===== src/uer_pkg.sv =====
// Shared types and codes for the ultrasonic echo ranger.
`default_nettype none

package uer_pkg;

    localparam int unsigned CFG_IDX_W  = 2;
    localparam int unsigned CFG_DATA_W = 16;
    localparam int unsigned IDLE_W     = 16;
    localparam int unsigned WIDTH_W    = 10;
    localparam int unsigned DIST_W     = 13;
    localparam int unsigned OP_W       = 2;

    typedef enum logic [OP_W-1:0] {
        OP_TICK    = 2'd0,
        OP_ENABLE  = 2'd1,
        OP_DISABLE = 2'd2,
        OP_NONE    = 2'd3
    } uer_op_t;

    typedef enum logic [CFG_IDX_W-1:0] {
        CFG_IDLE_LIMIT      = 2'd0,
        CFG_MAX_WIDTH       = 2'd1,
        CFG_DISTANCE_OFFSET = 2'd2,
        CFG_UNUSED          = 2'd3
    } uer_cfg_idx_t;

    localparam logic [IDLE_W-1:0]  IDLE_LIMIT_RST      = 16'd60000;
    localparam logic [WIDTH_W-1:0] MAX_WIDTH_RST       = 10'd1000;
    localparam logic [WIDTH_W-1:0] DISTANCE_OFFSET_RST = 10'd200;

    typedef enum logic [5:0] {
        PH_START    = 6'b000001,
        PH_READY    = 6'b000010,
        PH_TRIGGER  = 6'b000100,
        PH_WAITING  = 6'b001000,
        PH_RAISED   = 6'b010000,
        PH_FINISHED = 6'b100000
    } uer_phase_t;

    typedef struct packed {
        uer_phase_t         phase;
        logic [IDLE_W-1:0]  idle_count;
        logic [WIDTH_W-1:0] width_count;
        logic [WIDTH_W-1:0] last_width;
        logic [DIST_W-1:0]  last_distance;
        logic               trigger_out;
        logic               run_flag;
    } uer_state_t;

    typedef struct packed {
        logic [IDLE_W-1:0]  idle_limit;
        logic [WIDTH_W-1:0] max_width;
        logic [WIDTH_W-1:0] distance_offset;
    } uer_cfg_t;

    typedef struct packed {
        logic               trigger_level;
        logic               done_res;
        logic [DIST_W-1:0]  distance;
        logic [WIDTH_W-1:0] measured_width;
        logic               running;
    } uer_result_t;

endpackage

`default_nettype wire


===== src/uer_if.sv =====
// Valid/ready channel interfaces for tick items and ranging results.
`default_nettype none

interface uer_in_if;
    logic       valid;
    logic       ready;
    logic [1:0] op;
    logic       echo_level;

    modport source (output valid, output op, output echo_level, input ready);
    modport sink   (input valid, input op, input echo_level, output ready);
endinterface

interface uer_out_if;
    logic        valid;
    logic        ready;
    logic        trigger_level;
    logic        done_res;
    logic [12:0] distance;
    logic [9:0]  measured_width;
    logic        running;

    modport source (output valid, output trigger_level, output done_res, output distance,
                    output measured_width, output running, input ready);
    modport sink   (input valid, input trigger_level, input done_res, input distance,
                    input measured_width, input running, output ready);
endinterface

`default_nettype wire


===== src/uer_step.sv =====
// Next-state logic of the ranging sequencer for one item.
`default_nettype none

module uer_step (
    input  uer_pkg::uer_state_t            cur,
    input  uer_pkg::uer_cfg_t              cfg,
    input  logic [uer_pkg::OP_W-1:0]       op,
    input  logic                           echo_level,
    output uer_pkg::uer_state_t            nxt,
    output logic                           done
);
    import uer_pkg::*;

    // floor(w*34/10) + offset; the divide by ten is a reciprocal multiply,
    // exact for all 16-bit dividends.
    function automatic logic [DIST_W-1:0] calc_distance(
        input logic [WIDTH_W-1:0] w,
        input logic [WIDTH_W-1:0] off
    );
        logic [15:0] scaled;
        logic [31:0] prod;
        begin
            scaled = 16'({w, 5'b0}) + 16'({w, 1'b0});
            prod   = {16'b0, scaled} * 32'd52429;
            calc_distance = prod[31:19] + DIST_W'(off);
        end
    endfunction

    logic [WIDTH_W-1:0] width_inc;

    assign width_inc = cur.width_count + 10'd1;

    always_comb
    begin
        nxt  = cur;
        done = 1'b0;
        case (uer_op_t'(op))
            OP_ENABLE:  nxt.run_flag = 1'b1;
            OP_DISABLE: nxt.run_flag = 1'b0;
            OP_TICK:
            begin
                if (cur.run_flag)
                begin
                    case (cur.phase)
                        PH_READY:
                        begin
                            nxt.trigger_out = 1'b1;
                            nxt.phase       = PH_TRIGGER;
                        end
                        PH_TRIGGER:
                        begin
                            nxt.trigger_out = 1'b0;
                            nxt.width_count = '0;
                            nxt.idle_count  = '0;
                            nxt.phase       = PH_WAITING;
                        end
                        PH_WAITING:
                        begin
                            if (echo_level)
                            begin
                                nxt.width_count = '0;
                                nxt.phase       = PH_RAISED;
                            end
                            else if (cur.idle_count >= cfg.idle_limit)
                            begin
                                // timeout: re-arm
                                nxt.idle_count = '0;
                                nxt.phase      = PH_READY;
                            end
                            else
                            begin
                                nxt.idle_count = cur.idle_count + 16'd1;
                            end
                        end
                        PH_RAISED:
                        begin
                            if (!echo_level || width_inc >= cfg.max_width)
                            begin
                                nxt.last_width    = width_inc;
                                nxt.width_count   = '0;
                                nxt.last_distance = calc_distance(width_inc,
                                                                  cfg.distance_offset);
                                nxt.phase         = PH_FINISHED;
                                nxt.run_flag      = 1'b0;
                                done              = 1'b1;
                            end
                            else
                            begin
                                nxt.width_count = width_inc;
                            end
                        end
                        default: nxt.phase = PH_READY;
                    endcase
                end
            end
            default: ;
        endcase
    end

endmodule

`default_nettype wire


===== src/ultrasonic_echo_ranger_unit.sv =====
// Top level of the ultrasonic echo ranger: state, config and result buffering.
`default_nettype none

// Ultrasonic echo ranger. Each beat on items is one microsecond tick (op tick)
// or an enable/disable command; each accepted beat yields exactly one beat on
// results, carrying the trigger pin level, a done pulse and the
// latest width/distance. One item is accepted every clock cycle: the sequencer
// update is a single pass of logic into the state registers, and the results
// side has an output register plus one skid entry, so items keeps flowing while
// one result waits; items.ready drops only when both entries are full. After a
// measurement the sequencer stops until an enable beat arrives. Configuration
// writes (idle_limit, max_width, distance_offset) take effect on the next beat.
module ultrasonic_echo_ranger_unit (
    input  logic                             clk,
    input  logic                             rst_n,
    input  logic                             cfg_we,
    input  logic [uer_pkg::CFG_IDX_W-1:0]    cfg_index,
    input  logic [uer_pkg::CFG_DATA_W-1:0]   cfg_data,
    uer_in_if.sink                           items,
    uer_out_if.source                        results
);
    import uer_pkg::*;

    uer_state_t  state_reg;
    uer_state_t  state_next;
    uer_cfg_t    cfg_reg;
    logic        step_done;
    uer_result_t res_next;

    logic        out_valid_reg;
    uer_result_t out_data_reg;
    logic        skid_valid_reg;
    uer_result_t skid_data_reg;

    logic        accept;
    logic        pop;

    uer_step u_step (
        .cur        (state_reg),
        .cfg        (cfg_reg),
        .op         (items.op),
        .echo_level (items.echo_level),
        .nxt        (state_next),
        .done       (step_done)
    );

    assign items.ready = !skid_valid_reg;
    assign accept      = items.valid && items.ready;
    assign pop         = results.valid && results.ready;

    always_comb
    begin
        res_next.trigger_level  = state_next.trigger_out;
        res_next.done_res       = step_done;
        res_next.distance       = state_next.last_distance;
        res_next.measured_width = state_next.last_width;
        res_next.running        = state_next.run_flag;
    end

    always_ff @(posedge clk or negedge rst_n)
    begin
        if (!rst_n)
        begin
            cfg_reg.idle_limit      <= IDLE_LIMIT_RST;
            cfg_reg.max_width       <= MAX_WIDTH_RST;
            cfg_reg.distance_offset <= DISTANCE_OFFSET_RST;
        end
        else if (cfg_we)
        begin
            case (uer_cfg_idx_t'(cfg_index))
                CFG_IDLE_LIMIT:      cfg_reg.idle_limit      <= cfg_data;
                CFG_MAX_WIDTH:       cfg_reg.max_width       <= cfg_data[WIDTH_W-1:0];
                CFG_DISTANCE_OFFSET: cfg_reg.distance_offset <= cfg_data[WIDTH_W-1:0];
                default: ;
            endcase
        end
    end

    always_ff @(posedge clk or negedge rst_n)
    begin
        if (!rst_n)
        begin
            state_reg.phase         <= PH_START;
            state_reg.idle_count    <= '0;
            state_reg.width_count   <= '0;
            state_reg.last_width    <= '0;
            state_reg.last_distance <= '0;
            state_reg.trigger_out   <= 1'b0;
            state_reg.run_flag      <= 1'b1;
        end
        else if (accept)
        begin
            state_reg <= state_next;
        end
    end

    // output register + skid entry
    always_ff @(posedge clk or negedge rst_n)
    begin
        if (!rst_n)
        begin
            out_valid_reg  <= 1'b0;
            skid_valid_reg <= 1'b0;
        end
        else if (skid_valid_reg)
        begin
            if (pop)
            begin
                skid_valid_reg <= 1'b0;
            end
        end
        else if (accept)
        begin
            if (out_valid_reg && !pop)
            begin
                skid_valid_reg <= 1'b1;
            end
            else
            begin
                out_valid_reg <= 1'b1;
            end
        end
        else if (pop)
        begin
            out_valid_reg <= 1'b0;
        end
    end

    always_ff @(posedge clk)
    begin
        if (skid_valid_reg)
        begin
            if (pop)
            begin
                out_data_reg <= skid_data_reg;
            end
        end
        else if (accept)
        begin
            if (out_valid_reg && !pop)
            begin
                skid_data_reg <= res_next;
            end
            else
            begin
                out_data_reg <= res_next;
            end
        end
    end

    assign results.valid          = out_valid_reg;
    assign results.trigger_level  = out_data_reg.trigger_level;
    assign results.done_res       = out_data_reg.done_res;
    assign results.distance       = out_data_reg.distance;
    assign results.measured_width = out_data_reg.measured_width;
    assign results.running        = out_data_reg.running;

endmodule

`default_nettype wire


===== src/flat_wrapper.sv =====
// flat-port wrapper written by rule: the top's interface ports become plain ports
module ultrasonic_echo_ranger_unit_flat import uer_pkg::*;
  (clk, rst_n, cfg_we, cfg_index, cfg_data, items_valid, items_op, items_echo_level, items_ready, results_valid, results_trigger_level, results_done_res, results_distance, results_measured_width, results_running, results_ready);
  uer_in_if items_i ();
  uer_out_if results_i ();
  input  logic clk;
  input  logic rst_n;
  input  logic cfg_we;
  input  logic [uer_pkg::CFG_IDX_W-1:0] cfg_index;
  input  logic [uer_pkg::CFG_DATA_W-1:0] cfg_data;
  input wire logic [$bits(items_i.valid)-1:0] items_valid;
  input wire logic [$bits(items_i.op)-1:0] items_op;
  input wire logic [$bits(items_i.echo_level)-1:0] items_echo_level;
  output wire logic [$bits(items_i.ready)-1:0] items_ready;
  output wire logic [$bits(results_i.valid)-1:0] results_valid;
  output wire logic [$bits(results_i.trigger_level)-1:0] results_trigger_level;
  output wire logic [$bits(results_i.done_res)-1:0] results_done_res;
  output wire logic [$bits(results_i.distance)-1:0] results_distance;
  output wire logic [$bits(results_i.measured_width)-1:0] results_measured_width;
  output wire logic [$bits(results_i.running)-1:0] results_running;
  input wire logic [$bits(results_i.ready)-1:0] results_ready;
  assign items_i.valid = items_valid;
  assign items_i.op = items_op;
  assign items_i.echo_level = items_echo_level;
  assign items_ready = items_i.ready;
  assign results_valid = results_i.valid;
  assign results_trigger_level = results_i.trigger_level;
  assign results_done_res = results_i.done_res;
  assign results_distance = results_i.distance;
  assign results_measured_width = results_i.measured_width;
  assign results_running = results_i.running;
  assign results_i.ready = results_ready;
  ultrasonic_echo_ranger_unit u_core (.clk(clk), .rst_n(rst_n), .cfg_we(cfg_we), .cfg_index(cfg_index), .cfg_data(cfg_data), .items(items_i), .results(results_i));
endmodule

===== config.mk =====
export PLATFORM = sky130hd
export DESIGN_NAME = ultrasonic_echo_ranger_unit_flat
export DESIGN_NICKNAME = d
export VERILOG_FILES = /design/src/uer_pkg.sv /design/src/uer_if.sv /design/src/uer_step.sv /design/src/ultrasonic_echo_ranger_unit.sv /design/src/flat_wrapper.sv
export SDC_FILE = /design/constraint.sdc
export NUM_CORES = 1
export LEC_CHECK = 0
export ABC_AREA = 1
export BUFFER_PORTS_ARGS = -buffer_cell sky130_fd_sc_hd__buf_4
export CORE_MARGIN = 2
export CORE_UTILIZATION = 50
export DETAILED_ROUTE_END_ITERATION = 8
export PLACE_DENSITY = 0.66
export SYNTH_ARGS = -nofsm -noshare
export SYNTH_HDL_FRONTEND = slang
export SYNTH_SLANG_ARGS = --single-unit

===== constraint.sdc =====
create_clock -name clk -period 8.9 [get_ports clk]
set_input_delay 0 -clock clk [delete_from_list [all_inputs] [get_ports clk]]
set_output_delay 0 -clock clk [all_outputs]
set_load 0.02 [all_outputs]

Word-level counts from Yosys, hierarchy flattened --
Cells that the tools add are included.
Word-level totals: bits in registers 147, logic and storage cells 100
Cells by class: $add $sub $neg 4, $mul 1, $lt $le $gt $ge 2, equality and inequality tests 15, muxes and demuxes 33, bitwise logic cells 1, reduce and logical (&&, ||, !) cells 22
Operators with widths (number):
- $mux W26 | 4
- $mux W23 | 2
- $mul A16 B16 Y32 const B | 1
- $mux W16 | 2
- $pmux W16 S2 | 1
- $pmux W10 S3 | 1
- $mux W25 | 1
- $mux W24 | 1
- $pmux W6 S4 | 1
- $mux W10 | 2
- $mux W6 | 3
- $add A15 B11 Y16 | 1
- $add A16 B1 Y16 const B | 1
- $ge A16 B16 Y1 | 1
- $reduce_and A5 Y1 | 3
- $add A13 B10 Y13 | 1
- $mux W1 | 13
- $add A10 B1 Y10 const B | 1
- $ge A10 B10 Y1 | 1
- $ne A2 B2 Y1 const B | 5
- $reduce_and A3 Y1 | 3
- $eq A6 B2 Y1 const B | 1
- $eq A6 B3 Y1 const B | 1
- $eq A6 B4 Y1 const B | 1
- other kinds (15) | 26

Longest topological paths before layout --
Gate-level depths: netlist of the first run.
depth after elaboration 11, mapped depth 51, depth with buffers taken out 51

Modules after synthesis --
Synthesis of the first run repeated with hierarchy kept, for this count alone.
Unflattened totals: cells, all modules 1585, area total of the unflattened synthesis 13211.4 µm²
Modules (own cells, without submodules):
- uer_step | times used 1, cells each 1058, area an instance 7532.2 µm²
- ultrasonic_echo_ranger_unit | times used 1, cells each 527, area an instance 5679.2 µm²

Worst setup path after synthesis of the first run --
No wires, ideal clock.
path type register to register, start reg u_core.state_reg[25] (netlist bit), end reg u_core.skid_data_reg[22] (netlist bit), data pin, arrival time 7.791 ns, data required time 8.645 ns, path slack 0.854 ns, cell stages (with the launch flop) 42, path buffers 1, clock period less this slack 8.046 ns, path through dfrtp_1 -> buf_2 -> inv_1 -> ha_1 -> inv_1 -> ha_1 -> nand3_1 -> and2_1 -> inv_1 -> nand4_1 -> nand2_1 -> a21oi_1 -> nor2_1 -> xor2_1 -> inv_1 -> ha_1 -> ha_1 -> fa_1 -> [... 6 more ...] -> nand2_1 -> inv_1 -> a21oi_1 -> nand3_1 -> a31o_2 -> a21boi_0 -> o21bai_1 -> xor2_1 -> ha_1 -> nand2_1 -> nor2_1 -> nand3_1 -> nand4_1 -> a21o_1 -> nand2_1 -> nand2_1 -> nand3_1 -> and2_1
RTL lines:
- from (decl) | line ultrasonic_echo_ranger_unit.sv:24 | uer_state_t state_reg;
- from (signal assigned) | line ultrasonic_echo_ranger_unit.sv:93 | state_reg <= state_next;
- to (signal assigned) | line ultrasonic_echo_ranger_unit.sv:142 | skid_data_reg <= res_next;
- to (decl) | line ultrasonic_echo_ranger_unit.sv:33 | uer_result_t skid_data_reg;

==> impl_metrics.env, run 1 <==
export IMPL_port_buffer_count=53
export IMPL_avgSynthCellArea_um2=8.50
export IMPL_rows=57
export IMPL_yosys_warnings=0
export IMPL_grt_pass1_wl_mm=47.4
export IMPL_overflow=0
export IMPL_via_per_inst=5.04
export IMPL_die_x_um=162
export IMPL_cpMostUsedCell="nand2_1"
export IMPL_worstSetupPathType="reg2reg"
export IMPL_cpPeakStageDelay_ns=0.56
export IMPL_status="finished clean"
export IMPL_skew_ns=0.0139
export IMPL_cp_num_buf_inv=9
export IMPL_fmax_mhz=118
export IMPL_cp_depth=45
export IMPL_multi_input_area_um2=7420
export IMPL_die_height_um=162
export IMPL_fillers=2212
export IMPL_yosysUniqueCellTypes=47
export IMPL_syn_area_um2=12500
export IMPL_final_max_slew_viol_count=0
export IMPL_cpLargestDelayFamily="adder cells"
export IMPL_hp_class="in2async"
export IMPL_clock_latency_ns=0.43
export IMPL_final_common_cell="inv_1"
export IMPL_dp_hpwl_mm=22.5
export IMPL_crit_path_max_fanout=5
export IMPL_cts_root_buf="clkbuf_16"
export IMPL_setup_violations=0
export IMPL_tritoncts="done"
export IMPL_core_area_um2=24500
export IMPL_worst_pin_slew_ns=1.07
export IMPL_antenna_found_initial=0
export IMPL_dieArea_um2=26300
export IMPL_synth_cells=1470
export IMPL_num_vias=9611
export IMPL_cp_arrival_ns=8.68
export IMPL_cap_violations=0
export IMPL_drt_total_wl_mm=28.4
export IMPL_dr_pass1_iters=5
export IMPL_nets=1839
export IMPL_clock_sinks=147
export IMPL_seqCellArea_um2=3960
export IMPL_detail_route_antenna_nets=0
export IMPL_insertedDiodeCount=0
export IMPL_period_share=0.955
export IMPL_largest_reg_flops=57
export IMPL_cp_required_ns=9.09
export IMPL_r2r_setup_slack_ns=0.40
export IMPL_grt_pass1_vias=9538
export IMPL_r2r_cells=45
export IMPL_worstSetupStartpoint="u_core.state_reg[26]"
export IMPL_hold_viol=0
export IMPL_syn_nets=1740
export IMPL_yosysSeqAreaShare=0.317
export IMPL_wl_per_cell_um=14.9
export IMPL_cp_start_kind="flip-flop"
export IMPL_num_io_pins=54
export IMPL_path_clk_slew_ns=0.07
export IMPL_initial_core_util=0.511
export IMPL_area_growth_pct=15.9
export IMPL_period_minus_slack_ns=8.50
export IMPL_layout_common_cells="314 x inv_1, 310 x nand2_1, 157 x ha_1"
export IMPL_timing_slew_headroom=0.283
export IMPL_r2r_end="u_core.skid_data_reg[22]"
export IMPL_cp_slowest_cell="fa_1"
export IMPL_grt_util_all_layers=0.228
export IMPL_ys_ff_latch=147
export IMPL_htreeDepth=4
export IMPL_layout_drive_gt1_share=0.138
export IMPL_fin_tns_setup_ns=0
export IMPL_route_detailed_drc=0
export IMPL_cp_end_kind="flip-flop"
export IMPL_cts_buffers=17
export IMPL_globalplace_congestion=0.950
export IMPL_grt_max_degree=59
export IMPL_drtIter0Drc=515
export IMPL_r2r_start="u_core.state_reg[26]"
export IMPL_clockBufferDepth=2
-- synthesized netlist by cell type, drive strengths merged --
| cell type | number | share of area |
|---|---|---|
| edfxtp | 52 | 0.12 |
| o21bai | 3 | 0.0018 |
| clkbuf | 18 | 0.0057 |
| nand3 | 50 | 0.020 |
| nand2 | 321 | 0.097 |
| o31ai | 5 | 0.0030 |
| o21ai | 120 | 0.054 |
| a21oi | 48 | 0.019 |
| inv | 323 | 0.097 |
| nor3 | 7 | 0.0037 |
| o22ai | 2 | 0.0010 |
| dfstp | 18 | 0.038 |
| o2111ai | 1 | 0.00070 |
| xor2 | 30 | 0.021 |
| fa | 75 | 0.12 |
| o21a | 1 | 0.00060 |
| a31oi | 3 | 0.0015 |
| ha | 169 | 0.17 |
| clkinv | 2 | 0.00060 |
| o211ai | 5 | 0.0034 |
| a21o | 6 | 0.0036 |
| xnor2 | 16 | 0.011 |
| nand3b | 3 | 0.0018 |
| and2 | 3 | 0.0015 |
| dfrtp | 77 | 0.15 |
| buf | 7 | 0.0044 |
| a41oi | 1 | 0.00070 |
| nor2 | 74 | 0.023 |
| nor4 | 5 | 0.0030 |
| a211oi | 1 | 0.00060 |
| nand4 | 17 | 0.0085 |
| a21boi | 2 | 0.0012 |
| a31o | 3 | 0.0021 |
| or2 | 2 | 0.0010 |
-- stage by stage --
step,worst slack (ns),instance area (µm²),util,hold slack (ns),instances
after floorplan,0.854,12500,-,-0.296,1470
after global placement,0.287,13300,0.544,0.0120,1840
after detailed placement,0.0225,13300,0.544,0.0120,1840
after CTS,0.00576,14200,0.579,0.0894,1894
after global routing,-0.0668,14500,0.592,0.128,1906
final,0.404,14500,0.592,0.0746,1906
-- cell families (layout without fill, tap and decap cells) --
group / count (synthesis) / in the layout / share of synthesized area
AO/OA/AOI/OAI: 201 / 201 / 0.0935
XOR/XNOR: 46 / 46 / 0.0322
adder cells (fa/ha/maj): 244 / 244 / 0.289
buffers and inverters: 350 / 462 / 0.108
flip-flops: 147 / 147 / 0.317
AND/OR/NAND/NOR: 482 / 482 / 0.160
-- how the worst max path moves through the flow --
stage	end	slack (ns)
CTS	u_core.results.distance[12]	0.006
floorplan	u_core.skid_data_reg[22]	0.85
global placement	u_core.skid_data_reg[22]	0.29
global route	u_core.skid_data_reg[22]	-0.07
finish	u_core.skid_data_reg[22]	0.40
detailed placement	u_core.skid_data_reg[22]	0.02
-- final cells by class --
| cell class | count | area share |
|---|---|---|
| Clock buffer | 17 | 0.0294 |
| Clock inverter | 15 | 0.0141 |
| Inverter | 325 | 0.0844 |
| Multi-Input combinational cell | 973 | 0.512 |
| Sequential cell | 147 | 0.274 |
| Tap cell | 324 | 0.0280 |
| Timing Repair Buffer | 105 | 0.0582 |
-- metal layers --
metal | routed length, µm | track usage
met1 | 13300 | 0.316
met2 | 13600 | 0.377
met3 | 1190 | 0.0383
met4 | 388 | 0.0555
met5 | 0 | 0
-- worst register-to-register path: cells and delay by family (launching register included) --
| family | cells | cell delay, ns |
|---|---|---|
| XOR/XNOR | 2 | 0.29 |
| flip-flops | 1 | 0.43 |
| adder cells (fa/ha/maj) | 9 | 3.72 |
| AO/OA/AOI/OAI | 4 | 0.67 |
| AND/OR/NAND/NOR | 21 | 2.25 |
| buffers and inverters | 9 | 0.90 |
-- timing repair --
item / in CTS / in global routing
gates resized for setup: 1 / 55
hold buffers: 22 / 0
setup endpoints to repair: 2 / 36
pin swaps: 0 / 21
endpoints found under the hold margin: 78 / 0
cloned: 0 / 0
setup buffers: 0 / 12
Power of run 1 is left out: the tool's default activity adds up to more than one toggle a clock period on the data nets, which glitch-free logic cannot reach.
==> run 2: changes to the inputs <==
--- a/config.mk
+++ b/config.mk
@@ -5,8 +5,8 @@
 export SDC_FILE = /design/constraint.sdc
 export NUM_CORES = 1
 export LEC_CHECK = 0
-export ABC_AREA = 1
 export BUFFER_PORTS_ARGS = -buffer_cell sky130_fd_sc_hd__buf_4
+export CORE_ASPECT_RATIO = 1.1
 export CORE_MARGIN = 2
 export CORE_UTILIZATION = 50
 export DETAILED_ROUTE_END_ITERATION = 8
==> run 2 against run 1 <==
  * Synthesized cell count fell by 20%
  * Global-route usage increased by 0.83 points
  * Final cell count fell by 12%
  * Setup slack lost 0.49 ns
  * Area after synthesis shrank 5.2%
  * Sequential cell count unchanged
  * Clock-buffer cell count did not move
  * Via count down 9.3%
  * The run now ends with negative setup slack left
==> impl_metrics.env, run 2 <==
export IMPL_status="finished with violations"
export IMPL_violations="negative setup slack"
export IMPL_nets=1631
export IMPL_synth_common_cells="208 x inv_1, 169 x ha_1, 125 x nand2_1"
export IMPL_switching_share=0.324
export IMPL_htreeDepth=4
export IMPL_route_detailed_drc=0
export IMPL_clockBufferDepth=2
export IMPL_dr_pass1_iters=5
export IMPL_antenna_found_initial=0
export IMPL_fmax_mhz=111
export IMPL_layout_common_cells="201 x inv_1, 169 x buf_4, 147 x ha_1"
export IMPL_port_buffer_count=53
export IMPL_cp_end_kind="flip-flop"
export IMPL_syn_area_um2=11800
export IMPL_pwr_share_clk=0.333
export IMPL_drt_total_wl_mm=28.0
export IMPL_skew_ns=0.0147
export IMPL_p_int_w=0.00149
export IMPL_tritoncts="done"
export IMPL_cp_required_ns=9.19
export IMPL_dieArea_um2=24900
export IMPL_worstSetupPathType="reg2reg"
export IMPL_r2r_end="u_core.results.distance[12]"
export IMPL_async_flop_share=0.646
export IMPL_pwr_share_comb=0.243
export IMPL_holdCritStartpoint="items_op[0]"
export IMPL_holdPathStages=3
export IMPL_initial_core_util=0.505
export IMPL_cp_start_kind="flip-flop"
export IMPL_yosys_area_top_type_share=0.178
export IMPL_powerDensity_nw_per_um2=149
export IMPL_synthFlopType="dfrtp_1"
export IMPL_clock_sinks=147
export IMPL_r2r_cells=39
export IMPL_final_common_cell="inv_1"
export IMPL_r2r_start="u_core.state_reg[26]"
export IMPL_synth_edf_count=52
export IMPL_cts_buffers=17
export IMPL_crit_path_max_fanout=5
export IMPL_setup_violations=1
export IMPL_yosysUniqueCellTypes=67
export IMPL_detail_route_antenna_nets=0
export IMPL_die_height_um=165
export IMPL_r2r_setup_slack_ns=-0.08
export IMPL_grt_pass1_wl_mm=45.1
export IMPL_timing_slew_headroom=0.322
export IMPL_period_minus_slack_ns=8.98
export IMPL_final_max_slew_viol_count=0
export IMPL_power_switching_w=0.000714
export IMPL_leakage_nw=7.51
export IMPL_area_growth_pct=25.2
export IMPL_worst_pin_slew_ns=1.01
export IMPL_hp_class="in2reg"
export IMPL_overflow=0
export IMPL_power_total_w=0.00221
export IMPL_cts_root_buf="clkbuf_16"
export IMPL_synth_cells=1170
export IMPL_core_area_um2=23500
export IMPL_cp_arrival_ns=9.27
export IMPL_whs_endpoint="u_core.skid_data_reg[0]"
export IMPL_clock_latency_ns=0.43
export IMPL_wl_per_cell_um=16.7
export IMPL_grt_max_degree=77
export IMPL_largest_reg_flops=57
export IMPL_dp_hpwl_mm=21.8
export IMPL_synth_largest_area_cell="ha_1"
export IMPL_num_vias=8720
export IMPL_layout_drive_gt1_share=0.264
export IMPL_period_share=1.01
export IMPL_yosys_top_cells_area="ha_1 18%, dfrtp_1 16%, edfxtp_1 13%, fa_1 13%, inv_1 6.6%"
export IMPL_die_x_um=151
export IMPL_cap_violations=0
export IMPL_synth_most_common_cell="inv_1"
export IMPL_pwr_share_seq=0.425
export IMPL_rows=59
export IMPL_path_clk_slew_ns=0.07
export IMPL_postLayoutCoreUtil=0.632
export IMPL_grt_util_all_layers=0.237
export IMPL_insertedDiodeCount=0
export IMPL_fin_tns_setup_ns=-0.0836
export IMPL_ys_ff_latch=147
export IMPL_globalplace_congestion=0.962
export IMPL_yosysSeqAreaShare=0.334
export IMPL_num_io_pins=54
export IMPL_hold_viol=0
export IMPL_cp_slowest_cell="fa_1"
export IMPL_drtIter0Drc=416
export IMPL_avgSynthCellArea_um2=10.1
export IMPL_rsz0062_at_grt="yes"
export IMPL_hold_ws_ns=0.0266
export IMPL_syn_nets=1440
export IMPL_cpPeakStageDelay_ns=0.58
export IMPL_fin_ws_ns=-0.0836
export IMPL_grt_pass1_vias=8826
export IMPL_via_per_inst=5.19
export IMPL_yosys_warnings=0
export IMPL_ir_worst_vdd_uv=182
## run 2: changes by cell type after synthesis, sizes merged, moves of 6 or more
cell	delta
a21o	+6
xor2	-10
nand3	-34
nor2b	+6
inv	-114
nand4	-7
a211oi	+6
and3	+10
xnor2	+17
mux2	+50
nand2	-195
nor2	-26
o21ai	-43
## run 2: kinds of logic after synthesis
group / synth area share
AOI/OAI and AO/OA: 0.0940
buffers and inverters: 0.0761
and+or+nand+nor: 0.0980
DFF: 0.334
adders and majority gates: 0.307
muxes: 0.0507
xor gates and xnor gates: 0.0398
## run 2: what timing repair did
| action | in CTS | in global routing |
|---|---|---|
| buffers inserted | 7 | 7 |
| pin swaps | 57 | 26 |
| cloned | 0 | 0 |
| setup endpoints to repair | 7 | 16 |
| endpoints found under the hold margin | 60 | 0 |
| gates resized for setup | 40 | 24 |
| hold buffers | 23 | 0 |
## run 2: critical path: cells and delay by family, from the launching register on
kind / cells / cell delay, ns
and+or+nand+nor: 12 / 2.24
adders and majority gates: 11 / 3.89
AOI/OAI and AO/OA: 10 / 1.69
buffers and inverters: 3 / 0.17
DFF: 1 / 0.42
xor gates and xnor gates: 3 / 0.46
## run 2: per-stage QoR
step | setup WS, ns | instances | cell area, µm²
after floorplan | -0.135 | 1170 | 12100
after global placement | -0.147 | 1610 | 13500
after detailed placement | -0.284 | 1610 | 13500
after CTS | -0.0693 | 1672 | 14700
after global routing | -0.505 | 1679 | 14800
final | -0.0836 | 1679 | 14800
## run 2: worst max-delay path by stage
stage	to	slack (ns)	from	cells after the start
final	u_core.results.distance[12]	-0.08	u_core.state_reg[26]	39
after CTS	u_core.results.distance[12]	-0.07	u_core.state_reg[25]	41
after global routing	u_core.results.distance[12]	-0.51	u_core.state_reg[26]	39
after detailed placement	u_core.results.distance[12]	-0.28	u_core.state_reg[25]	38
after floorplan	u_core.results.distance[12]	-0.13	u_core.state_reg[26]	40
after global placement	u_core.results.distance[12]	-0.15	u_core.state_reg[25]	39
## run 2: power groups by stage
stage | sequential, W | clock [W] | combinational (W)
floorplan | 0.000983 | 0 | 0.000276
global placement | 0.000947 | 0 | 0.000498
detailed placement | 0.000950 | 0 | 0.000510
CTS | 0.000937 | 0.000754 | 0.000531
global route | 0.000955 | 0.000778 | 0.000596
finish | 0.000938 | 0.000734 | 0.000536
## run 2: metal layers
| layer | global-route usage | wire (µm) |
|---|---|---|
| met1 | 0.310 | 12500 |
| met3 | 0.0346 | 726 |
| met4 | 0.0705 | 688 |
| met2 | 0.409 | 14100 |
| met5 | 0 | 0 |
## run 2: area by class of cell
class                   instances  area, µm²
fillers                      1933       8640
multi-input cells             791       7570
flip-flops and latches        147       3960
repair buffers                195       1530
inverters                     209        785
clock buffers                  17        425
well taps                     305        382
clock inverters                15        184
Note: power is estimated with default switching activity, not from simulation.
==> run 3: changes to the inputs <==
--- a/config.mk
+++ b/config.mk
@@ -5,12 +5,13 @@
 export SDC_FILE = /design/constraint.sdc
 export NUM_CORES = 1
 export LEC_CHECK = 0
-export BUFFER_PORTS_ARGS = -buffer_cell sky130_fd_sc_hd__buf_4
 export CORE_ASPECT_RATIO = 1.1
 export CORE_MARGIN = 2
-export CORE_UTILIZATION = 50
+export CORE_UTILIZATION = 25
 export DETAILED_ROUTE_END_ITERATION = 8
-export PLACE_DENSITY = 0.66
+export DONT_BUFFER_PORTS = 1
+export PLACE_DENSITY = 0.37
+export SLEW_MARGIN = 20
 export SYNTH_ARGS = -nofsm -noshare
 export SYNTH_HDL_FRONTEND = slang
 export SYNTH_SLANG_ARGS = --single-unit
==> run 3 against run 2 <==
  * The flow still finishes with violations (negative setup slack)
  * Core utilization fell by 31 points
  * Global-route usage fell by 9.5 points
  * Clock skew rose by 0.0023 ns
  * Highest routed layer unchanged
==> impl_metrics.env, run 3 (synthesized netlist as in run 2, its figures left out) <==
export IMPL_route_detailed_drc=0
export IMPL_grt_pass1_vias=9330
export IMPL_tritoncts="done"
export IMPL_place_inst=1859
export IMPL_core_area_um2=46700
export IMPL_cts_buffers=17
export IMPL_drt_total_wl_mm=32.8
export IMPL_timing_slew_headroom=0.342
export IMPL_htreeDepth=4
export IMPL_area_growth_pct=28.1
export IMPL_period_share=1.01
export IMPL_antenna_found_initial=0
export IMPL_hold_viol=0
export IMPL_clockBufferDepth=2
export IMPL_grt_pass1_wl_mm=53.0
export IMPL_gr_usage_met1=0.181
export IMPL_dp_hpwl_mm=26.0
export IMPL_final_common_cell="inv_1"
export IMPL_r2r_end="u_core.results.distance[12]"
export IMPL_dr_pass1_iters=4
export IMPL_violations="negative setup slack"
export IMPL_globalplace_congestion=0.837
export IMPL_holdCritStartpoint="items_echo_level"
export IMPL_cp_end_kind="flip-flop"
export IMPL_path_clk_slew_ns=0.07
export IMPL_layout_drive_gt1_share=0.259
export IMPL_overflow=0
export IMPL_ir_worst_vdd_uv=95.5
export IMPL_die_x_um=212
export IMPL_largest_reg_flops=57
export IMPL_nets=1629
export IMPL_r2r_cells=42
export IMPL_clock_sinks=147
export IMPL_initial_core_util=0.254
export IMPL_cp_arrival_ns=9.31
export IMPL_num_vias=8593
export IMPL_met3_usage=0.0193
export IMPL_via_per_inst=4.37
export IMPL_instances_no_fill=1967
export IMPL_cp_num_buf_inv=6
export IMPL_whs_endpoint="u_core.state_reg[56]"
export IMPL_grt_max_degree=96
export IMPL_fin_ws_ns=-0.110
export IMPL_dieArea_um2=49200
export IMPL_place_ws_ns=-0.507
export IMPL_cts_root_buf="clkbuf_16"
export IMPL_wl_per_cell_um=16.7
export IMPL_r2r_start="u_core.state_reg[26]"
export IMPL_layout_common_cells="196 x inv_1, 150 x ha_1, 147 x buf_4"
export IMPL_power_total_w=0.00211
export IMPL_cpLargestDelayFamily="adder cells"
export IMPL_port_buffer_count=0
export IMPL_grtUsageMet2=0.255
export IMPL_cpPeakStageDelay_ns=0.52
export IMPL_cp_start_kind="flip-flop"
export IMPL_leakage_nw=7.46
export IMPL_period_minus_slack_ns=9.01
export IMPL_fin_tns_setup_ns=-0.244
export IMPL_skew_ns=0.0170
export IMPL_worstSetupPathType="reg2reg"
export IMPL_worst_pin_slew_ns=0.987
export IMPL_cp_required_ns=9.20
export IMPL_fillers=4842
export IMPL_drtIter0Drc=361
export IMPL_r2r_setup_slack_ns=-0.11
export IMPL_detail_route_antenna_nets=0
export IMPL_clock_latency_ns=0.44
export IMPL_fmax_mhz=111
export IMPL_rows=83
export IMPL_holdPathStages=3
export IMPL_crit_path_max_fanout=5
export IMPL_status="finished with violations"
export IMPL_num_io_pins=54
export IMPL_insertedDiodeCount=0
export IMPL_rsz0062_at_grt="yes"
export IMPL_grt_busiest_layer="met2"
export IMPL_powerDensity_nw_per_um2=139
export IMPL_setup_violations=5
export IMPL_cp_slowest_cell="fa_1"
export IMPL_hp_class="in2reg"
export IMPL_cap_violations=0
export IMPL_final_max_slew_viol_count=0
export IMPL_die_height_um=232
export IMPL_grt_util_all_layers=0.142
run 3: cell count changes in the layout (fill, tap and decap cells not counted), moves of 4 or more:
cell,previous run,this run
inv_8,5,1
o21ai_1,10,6
buf_4,169,147
a21oi_2,10,14
inv_1,201,196
dlygate4sd3_1,23,42
ha_4,20,16
fa_1,72,68
clkinv_4,0,5
fa_2,3,7
inv_2,8,13
run 3: what timing repair did:
action	in CTS	in global routing
hold buffers	43	0
endpoints found under the setup margin	13	16
gates resized for setup	52	24
setup buffers	24	9
endpoints found under the hold margin	141	0
pin swaps	54	22
run 3: routing by layer:
layer / vias to the layer above / part of all wire
met3: 12 / 0.018
met1: 4211 / 0.46
li1: 4290 / -
met2: 80 / 0.51
met4: 0 / 0.0081
met5: - / 0
run 3: worst max-delay path by stage:
stage	startpoint	end	depth (start not counted)
floorplan	u_core.state_reg[26]	u_core.results.distance[12]	40
global placement	u_core.state_reg[25]	u_core.results.distance[11]	39
detailed placement	u_core.state_reg[25]	u_core.results.distance[12]	39
CTS	u_core.state_reg[26]	u_core.results.distance[12]	41
global route	u_core.state_reg[26]	u_core.results.distance[12]	43
finish	u_core.state_reg[26]	u_core.results.distance[12]	42
run 3: report_power, final:
part | switching, W | internal, W | total (W)
clock network | 0.000321 | 0.000364 | 0.000685
registers | 0.000160 | 0.000860 | 0.00102
logic | 0.000227 | 0.000174 | 0.000401
total | 0.000708 | 0.00140 | 0.00211
run 3: layout make-up:
type / instances / area (µm²) / share of cell area
Multi-Input combinational cell: 791 / 7560 / 0.498
Sequential cell: 147 / 3960 / 0.261
Timing Repair Buffer: 193 / 1590 / 0.104
Inverter: 209 / 785 / 0.0517
Tap cell: 595 / 744 / 0.0490
Clock buffer: 17 / 425 / 0.0280
Clock inverter: 15 / 123 / 0.00808
run 3: tightest hold or removal path, stage by stage:
cell      delay [ns]
o311ai_1        0.22
nand2_1         0.13
o21ai_0         0.06
run 3: per-stage QoR:
step | instance area, µm² | hold slack [ns] | util
3_3_place_gp | 13600 | -0.291 | 0.290
6_report | 15200 | 0.0265 | 0.325
4_1_cts | 15000 | 0.00150 | 0.321
5_1_grt | 15200 | 0.0339 | 0.325
2_1_floorplan | 12100 | -0.296 | -
3_5_place_dp | 13600 | -0.292 | 0.290
